`config.mk`:
```
export PLATFORM = sky130hd
export DESIGN_NAME = bprd_scale
export DESIGN_NICKNAME = d
export VERILOG_FILES = /design/src/sv/assert_macros.svh /design/src/sv/bprd_pkg.sv /design/src/sv/bprd_scale.sv
export SDC_FILE = /design/constraint.sdc
export NUM_CORES = 1
export LEC_CHECK = 0
export ABC_AREA = 1
export BUFFER_PORTS_ARGS = -buffer_cell sky130_fd_sc_hd__buf_2
export CAP_MARGIN = 20
export CORE_UTILIZATION = 53
export CTS_CLUSTER_SIZE = 24
export DETAILED_ROUTE_END_ITERATION = 8
export HOLD_SLACK_MARGIN = 0.1
export PLACE_DENSITY = 0.74
export SYNTH_ARGS = -nofsm -noshare
export SYNTH_HDL_FRONTEND = slang
export SYNTH_SLANG_ARGS = --single-unit
```
`constraint.sdc`:
```
create_clock -name clk -period 7.36 [get_ports clk]
set_clock_uncertainty 0.15 [all_clocks]
set_input_delay 0.736 -clock clk [delete_from_list [all_inputs] [get_ports clk]]
set_output_delay 0.736 -clock clk [all_outputs]
set_load 0.01 [all_outputs]
```
`src/sv/assert_macros.svh`:
```
// Assertion macros for the RTL of the pixel-row decoder.
`ifndef ASSERT_MACROS_SVH
`define ASSERT_MACROS_SVH

// Property checked on every rising edge, off while reset is asserted.
`define ASSERT_AT_CLK(label, prop, msg) \
	label: assert property (@(posedge clk) disable iff (!arst_n) (prop)) else $error(msg);

// Same-cycle implication.
`define ASSERT_IMPLIES(label, pre, post, msg) \
	`ASSERT_AT_CLK(label, (pre) |-> (post), msg)

// Next-cycle implication.
`define ASSERT_NEXT(label, pre, post, msg) \
	`ASSERT_AT_CLK(label, (pre) |=> (post), msg)

`endif

```
`src/sv/bprd_pkg.sv`:
```
// Package of the bitmap pixel-row decoder: widths, codes and default constants.
`default_nettype none
package bprd_pkg;

	localparam int unsigned DEF_MAX_WIDTH     = 8192;
	localparam int unsigned DEF_PALETTE_DEPTH = 256;

	localparam int unsigned CH_W        = 8;
	localparam int unsigned WORD_W      = 32;
	localparam int unsigned COLOR_W     = 24;
	localparam int unsigned IMG_W_BITS  = 14;
	localparam int unsigned CFG_ADDR_W  = 3;
	localparam int unsigned CFG_DATA_W  = 32;

	// request opcodes
	localparam logic OP_PALETTE = 1'b0;
	localparam logic OP_DATA    = 1'b1;

	// pixel_format codes
	localparam logic [2:0] FMT_BPP1  = 3'd0;
	localparam logic [2:0] FMT_BPP4  = 3'd1;
	localparam logic [2:0] FMT_BPP8  = 3'd2;
	localparam logic [2:0] FMT_BPP16 = 3'd3;
	localparam logic [2:0] FMT_BPP24 = 3'd4;
	localparam logic [2:0] FMT_BPP32 = 3'd5;

	// configuration register indexes
	localparam logic [CFG_ADDR_W-1:0] REG_PIXEL_FORMAT = 3'd0;
	localparam logic [CFG_ADDR_W-1:0] REG_USE_BITFIELD = 3'd1;
	localparam logic [CFG_ADDR_W-1:0] REG_IMAGE_WIDTH  = 3'd2;
	localparam logic [CFG_ADDR_W-1:0] REG_RED_MASK     = 3'd3;
	localparam logic [CFG_ADDR_W-1:0] REG_GREEN_MASK   = 3'd4;
	localparam logic [CFG_ADDR_W-1:0] REG_BLUE_MASK    = 3'd5;

	// default channel masks
	localparam logic [WORD_W-1:0] MASK555_R = 32'h0000_7C00;
	localparam logic [WORD_W-1:0] MASK555_G = 32'h0000_03E0;
	localparam logic [WORD_W-1:0] MASK555_B = 32'h0000_001F;
	localparam logic [WORD_W-1:0] MASK888_R = 32'h00FF_0000;
	localparam logic [WORD_W-1:0] MASK888_G = 32'h0000_FF00;
	localparam logic [WORD_W-1:0] MASK888_B = 32'h0000_00FF;

endpackage
`default_nettype wire

```
`src/sv/bprd_scale.sv`:
```
// Iterative channel extractor: aligns a masked field and scales it to 0..255.
`default_nettype none
module bprd_scale (
	input  logic                       clk,
	input  logic                       arst_n,
	input  logic                       start,
	input  logic [bprd_pkg::WORD_W-1:0] word,
	input  logic [bprd_pkg::WORD_W-1:0] mask,
	output logic                       done,
	output logic [bprd_pkg::CH_W-1:0]  value
);
	import bprd_pkg::*;

	typedef enum logic [1:0] {SC_IDLE, SC_ALIGN, SC_MUL, SC_DIV} sc_state_t;

	sc_state_t            state_q;
	logic                 done_q;
	logic [2:0]           cnt_q;
	logic [WORD_W-1:0]    m_q;
	logic [WORD_W-1:0]    v_q;
	logic [WORD_W-1:0]    r_q;
	logic [CH_W-1:0]      nl_q;
	logic [CH_W-1:0]      q_q;
	logic [WORD_W+CH_W-1:0] prod;
	logic [WORD_W:0]      trial;
	logic [WORD_W:0]      diff;
	logic                 ge;

	// field * 255 as (field << 8) - field
	assign prod  = {v_q, {CH_W{1'b0}}} - {{CH_W{1'b0}}, v_q};
	assign trial = {r_q, nl_q[CH_W-1]};
	assign diff  = trial - {1'b0, m_q};
	assign ge    = trial >= {1'b0, m_q};

	always_ff @(posedge clk or negedge arst_n) begin
		if (!arst_n) begin
			state_q <= SC_IDLE;
			done_q  <= 1'b0;
			cnt_q   <= '0;
		end else begin
			case (state_q)
				SC_IDLE: begin
					if (start) begin
						done_q  <= (mask == '0);
						state_q <= (mask == '0) ? SC_IDLE : SC_ALIGN;
					end
				end
				SC_ALIGN: begin
					if (m_q[0]) begin
						state_q <= SC_MUL;
					end
				end
				SC_MUL: begin
					cnt_q   <= 3'd7;
					state_q <= SC_DIV;
				end
				SC_DIV: begin
					cnt_q <= cnt_q - 3'd1;
					if (cnt_q == 3'd0) begin
						done_q  <= 1'b1;
						state_q <= SC_IDLE;
					end
				end
				default: state_q <= SC_IDLE;
			endcase
		end
	end

	// datapath; the quotient never exceeds 255 since field <= aligned mask
	always_ff @(posedge clk) begin
		case (state_q)
			SC_IDLE: begin
				if (start) begin
					m_q <= mask;
					v_q <= word & mask;
					q_q <= '0;
				end
			end
			SC_ALIGN: begin
				if (!m_q[0]) begin
					if (m_q[3:0] == 4'd0) begin
						m_q <= m_q >> 4;
						v_q <= v_q >> 4;
					end else begin
						m_q <= m_q >> 1;
						v_q <= v_q >> 1;
					end
				end
			end
			SC_MUL: begin
				r_q  <= prod[WORD_W+CH_W-1:CH_W];
				nl_q <= prod[CH_W-1:0];
			end
			SC_DIV: begin
				r_q  <= ge ? diff[WORD_W-1:0] : trial[WORD_W-1:0];
				nl_q <= {nl_q[CH_W-2:0], 1'b0};
				q_q  <= {q_q[CH_W-2:0], ge};
			end
			default: ;
		endcase
	end

	assign done  = done_q;
	assign value = q_q;
endmodule
`default_nettype wire

```
# ---- Word level (Yosys, flattened, before mapping)
# Index checks and enable logic that the tools add are counted.
dict set report classes {
  add_sub_neg 3
  mul 0
  div 0
  magnitude_cmp 1
  n_eq_ne 7
  shifts 0
  mux 22
  n_bitwise 1
  reduce_logical 12
}
# cell count
set op_table {}
lappend op_table {{$pmux 32 s2} 3}
lappend op_table {{$mux 32} 5}
lappend op_table {{$mux 31} 2}
lappend op_table {{$sub 40x32->40} 1}
lappend op_table {{$ge 33x32->1} 1}
lappend op_table {{$and 32x32->32} 1}
lappend op_table {{$logic_not 32->1} 1}
lappend op_table {{$pmux 8 s2} 2}
lappend op_table {{$sub 32x32->32} 1}
lappend op_table {{$reduce_and 3->1} 3}
lappend op_table {{$mux 8} 1}
lappend op_table {{$ne 2x2->1 const B} 4}
lappend op_table {{$pmux 2 s4} 1}
lappend op_table {{$mux 2} 3}
lappend op_table {{$pmux 3 s2} 1}
lappend op_table {{$reduce_bool 2->1} 3}
lappend op_table {{$eq 2x2->1 const B} 2}
lappend op_table {{$logic_not 4->1} 1}
lappend op_table {{$reduce_and 2->1} 2}
lappend op_table {{$logic_not 3->1} 1}
lappend op_table {{$mux 1} 3}
lappend op_table {{$sub 3x1->3 const B} 1}
lappend op_table {{$eq 2x1->1 const B} 1}
lappend op_table {{$logic_not 2->1} 1}
lappend op_table {{$pmux 1 s2} 1}
dict set report totals {
  ff_bits 118
  latchBits 0
  mem_bits_rw 0
  rom_bits 0
  out_inout_bits 9
  memories 0
}

# ---- Longest topological paths before layout
dict set report depth {
  word_depth 4
  depth_mapped 16
  mapped_depth_nobuf 16
}

# ---- Worst setup path before layout
# No wires, ideal clock.
dict set report synth_path {
  path_kind {register -> register}
  start {reg state_q[1]}
  end {reg m_q[10] (enable)}
  setup_ps 425
  arrival_ps 2629
  slack_ps 4156
  path_stages_with_launch 7
  n_path_buf 1
  synth_period_minus_slack_ps 3204
  path_cell_list {dfrtp_1 -> inv_1 -> ha_1 -> inv_2 -> clkbuf_1 -> a21oi_1 -> o21a_1}
}
dict set report synth_via {
  elab_chain_cells 3
  word_cells_on_any_way 6
}
# item line_no
set synth_lines {}
lappend synth_lines {{start: declaration} bprd_scale.sv:16} ;# sc_state_t state_q;
lappend synth_lines {{start signal: assignment} bprd_scale.sv:45} ;# state_q <= (mask == '0) ? SC_IDLE : SC_ALIGN;
lappend synth_lines {{$eq 2x1->1 / $logic_not 2->1 (equally long branches)} bprd_scale.sv:71} ;# case (state_q)
lappend synth_lines {{$ne 2x2->1 (no line) / $reduce_bool 2->1 (equally long branches)} --}
lappend synth_lines {{$reduce_and 3->1 (no line) (*)} --}
lappend synth_lines {{end signal: assignment} bprd_scale.sv:74} ;# m_q <= mask;
lappend synth_lines {{end signal: assignment} bprd_scale.sv:82} ;# m_q <= m_q >> 4;
lappend synth_lines {{end signal: assignment} bprd_scale.sv:85} ;# m_q <= m_q >> 1;
lappend synth_lines {{end: declaration} bprd_scale.sv:19} ;# logic [WORD_W-1:0] m_q;
# Every way passes the cells marked *; elsewhere a longest branch is shown, timed or not.
# A chain may end at the register's enable or synchronous reset.

# ---- Final worst setup path
dict set report layout_path {
  start {reg state_q[1]}
  end {reg v_q[8] (enable)}
}
dict set report layout_via {
  elab_chain_cells 3
  word_cells_on_any_way 6
}
# item line_no
set layout_lines {}
lappend layout_lines {{$eq 2x1->1 / $logic_not 2->1 (equally long branches)} bprd_scale.sv:71}
lappend layout_lines {{$ne 2x2->1 (no line) / $reduce_bool 2->1 (equally long branches)} --}
lappend layout_lines {{$reduce_and 3->1 (no line) (*)} --}
lappend layout_lines {{end signal: assignment} bprd_scale.sv:75} ;# v_q <= word & mask;
lappend layout_lines {{end signal: assignment} bprd_scale.sv:83} ;# v_q <= v_q >> 4;
lappend layout_lines {{end signal: assignment} bprd_scale.sv:86} ;# v_q <= v_q >> 1;
lappend layout_lines {{end: declaration} bprd_scale.sv:20} ;# logic [WORD_W-1:0] v_q;
# Marks and branches as above.

==> results <==
- On the worst path, the slowest cell contributes a delay of 780 ps.
- In the final layout, flip-flops and latches occupy 0.00351 sq mm.
- The final-report hold violation count is 0.
- The deepest clock path buffer count is 2.
- The latest clock arrival within the worst-skew pair is 430 ps.
- The filler cells instantiated in the layout total 2100.
- The first global-routing pass estimated 57500 um of wire.
- The overall fraction of global-route tracks in use is 0.348.
- The number of warning messages in the yosys log is 0.
- The flip-flop and latch count after synthesis is 118.
- The detailed-route wire length is 38300 um.
- For this configuration, the core starts out at a cell density of 0.543.
- The adder-cell share of the synthesized area is 0.0717.
- TritonCTS built the clock tree.
- The number of nets handed over by synthesis was 1942.
- The share of cells above drive strength 1 is 0.0850.
- The time the worst path needs with I/O delays and setup is 4070 ps.
- The number of instances in the synthesized netlist is 1810.
- The number of antenna diodes in the final layout is 0.
- The average cell area after synthesis is 6.32 sq um.
- The share of the Yosys chip area taken by registers is 0.307.
- The post-detailed-route wirelength per cell is 17.8 um.
- Counting instances, the worst hold path has a depth of 1.
- The number of design-rule violations left by the first detailed-router iteration is 1220.
- Measured against the total synthesized area, the mux share comes to 0.
- Across all layers, the routed design uses 11.9k vias.
- The die boundary height is 149 um.
- The largest net degree at the start of global routing is 70.
- STA puts the critical path data arrival time at 4000 ps.
- The via count of the first global-routing pass is 10.7k.
- The library cell used most frequently in the layout, excluding fill and tap cells, is sky130_fd_sc_hd__nand2_1.
- In the final layout, the multi-input gates occupy 0.00655 sq mm.
- The flow ran to the end, and the final reports show no timing, DRC or antenna violations.
- The hold path startpoint is cnt_q[0].
- The clock transition at the registers of the reported paths is 60 ps.
- The number of endpoints failing setup at the final stage is 0.
- The H-tree was split into 4 levels.
- The distinct cell type count after synthesis is 44.
- The count of nets after finishing is 2001.
- The fraction of the mapped netlist area in simple logic gates is 0.399.
- The post-synthesis instance area is 0.0114 sq mm.
- Along the worst path, the maximum fanout reaches 69.
- Pin placement for this block handled 76 I/O pins.
- The layout-stage area growth over the synthesis result is 10.7%.
- The endpoint of the worst register-to-register path is v_q[8].
- Traced cell by cell, the critical path runs through inv_1 -> ha_1 -> inv_2 -> a21oi_1 -> o21a_2 -> buf_4.
- The part of the cycle the worst path needs is 0.553.
- The average vias per placed instance is 5.52.
- The initial antenna violation count is 0.
- The type of origin of the critical path is a flip-flop.
- The cell sitting at the root of the clock tree is a sky130_fd_sc_hd__clkbuf_16.
- Buffers inserted during clock tree synthesis total 17.
- The number of nets still failing antenna checks after routing is 0.
- The relative max-transition margin is 0.348.
- The largest family of logic cells by synthesized area is simple AND/OR/NAND/NOR gates.
- The number of optimization iterations in the first detailed-route pass is 6.
- Once placement completed, the tool counted placed cells totaling 2124.
- Clock tree synthesis found a total of 118 sinks.
- The xor and xnor area share after synthesis is 0.0145.
- Among all stages on the critical path, the largest delay is contributed by sky130_fd_sc_hd__ha_1.
- Setup repair after global routing left no endpoint under its margin.
- The worst reg-to-reg path cell count is 6.
- The area fraction in compound gates after synthesis is 0.0867.
- The type of the tightest min-delay check is flip-flop to flip-flop.
- The type of the worst setup path is flip-flop to flip-flop.
- Timing would allow up to 0.246 GHz.
- The library cells used most frequently in the layout, excluding fill and tap cells, are sky130_fd_sc_hd__nand2_1 (616), sky130_fd_sc_hd__inv_1 (309), sky130_fd_sc_hd__nor2_1 (181), sky130_fd_sc_hd__nand3_1 (152), sky130_fd_sc_hd__o21ai_0 (122).
- The tool flagged a number of max-cap violations equal to 0.
- The horizontal die dimension is 149 um.
- The full die area is 0.0222 sq mm.
- The residual DRC count is 0.
- The region available for standard cell placement spans 0.0211 sq mm.
- The worst hold path terminates at cnt_q[0].
- For the pin with the worst max-slew slack, the measured transition is 977 ps.
- The worst setup path is captured at a flip-flop.
- The leftover overflow at the end of global routing is 0.
- For flop-to-flop paths, the worst setup slack is 3290 ps.
- Port buffering added 75 buffers.
- The launch instance of the worst register-to-register path is state_q[1].
- After clock tree synthesis, the setup repair step added 0 buffers.
- The setup total negative slack is 0 ps.
- The max-slew violation total from the final report is 0.
- At the worst endpoint, the required time is 7290 ps.
- The count of standard-cell rows is 53.
- The final HPWL from detailed placement is 30900 um.
- The count of non-filler cells in the finished layout is 2157.
- At the end of routability-driven placement, the weighted congestion stood at 1.02.
[layer usage]
| layer | GRT usage | vias to the layer above | share of wire |
|---|---|---|---|
| met4 | 0.201 | 0 | 0.058 |
| met5 | 0 | - | 0 |
| met1 | 0.453 | 5387 | 0.41 |
| met2 | 0.552 | 544 | 0.44 |
| li1 | - | 5882 | - |
| met3 | 0.0505 | 88 | 0.084 |
[cell families after synthesis]
logic type / Yosys count
compound gates: 188
flops: 118
fa+ha+maj: 65
buf+inv: 356
simple gates: 1064
xor+xnor: 19
[layout make-up]
class | count | share of cell area
Clock inverter | 14 | 0.0175
Sequential cell | 118 | 0.277
Inverter | 313 | 0.0928
Multi-Input combinational cell | 1336 | 0.517
Clock buffer | 18 | 0.0339
Tap cell | 275 | 0.0272
Timing Repair Buffer | 83 | 0.0346
[stage by stage]
step / util / instance area, sq um / hold slack (ps) / worst slack (ps)
after CTS: 0.601 / 12700 / 353 / 3340
after global routing: 0.601 / 12700 / 394 / 2970
after detailed placement: 0.569 / 12000 / 340 / 3350
final: 0.601 / 12700 / 353 / 3290
after global placement: 0.569 / 12000 / 331 / 3480
after floorplan: - / 11400 / 290 / 4160
[registers in the layout (all words and copies together), names as in the netlist]
| signal | flops |
|---|---|
| state_q | 2 |
| m_q | 32 |
| value | 8 |
| r_q | 32 |
| done | 1 |
| nl_q | 8 |
| v_q | 32 |
| cnt_q | 3 |
[critical path: cells and delay by family, from the launching register on]
family	cells	cell delay, ps
AOI/OAI and AO/OA	2	1090
adders and majority gates	1	780
buffers and inverters	3	1290
DFF	1	400
[worst max-delay path by stage]
stage,startpoint,end,slack (ps)
detailed placement,state_q[1],v_q[14],3350
finish,state_q[1],v_q[8],3290
global route,state_q[1],v_q[16],2970
CTS,state_q[1],v_q[26],3340
global placement,state_q[1],v_q[15],3480
floorplan,state_q[1],m_q[10],4160
[repair_timing]
item                      in CTS  in global routing
gates resized for setup        0                  0
hold buffers                   1                  0
hold endpoints to repair       6                  0
[cells in the mapped netlist (all sizes together)]
| library cell | count | area share |
|---|---|---|
| nor3b | 1 | 0.00066 |
| buf | 13 | 0.0086 |
| ha | 64 | 0.070 |
| a21oi | 41 | 0.018 |
| edfxtp | 112 | 0.29 |
| or2 | 18 | 0.0098 |
| nor2 | 191 | 0.066 |
| inv | 312 | 0.10 |
| dfrtp | 6 | 0.013 |
| nand4 | 21 | 0.011 |
| o31ai | 7 | 0.0046 |
| a31oi | 2 | 0.0011 |
| o21bai | 4 | 0.0026 |
| nand3 | 159 | 0.073 |
| a21o | 3 | 0.0020 |
| nor3 | 12 | 0.0052 |
| nand3b | 27 | 0.018 |
| and3 | 1 | 0.00055 |
| xnor2 | 15 | 0.011 |
| nor4 | 5 | 0.0040 |
| nand2 | 622 | 0.21 |
| clkbuf | 30 | 0.0098 |
| clkinv | 1 | 0.00033 |
| xor2 | 4 | 0.0031 |
| and2 | 7 | 0.0038 |
| o21a | 2 | 0.0013 |
| fa | 1 | 0.0017 |
| a22oi | 1 | 0.00066 |
| a211oi | 1 | 0.00066 |
| o21ai | 127 | 0.056 |
Power is not shown: default switching activity piles up to over one toggle a cycle in this logic, so the estimate is an artifact.
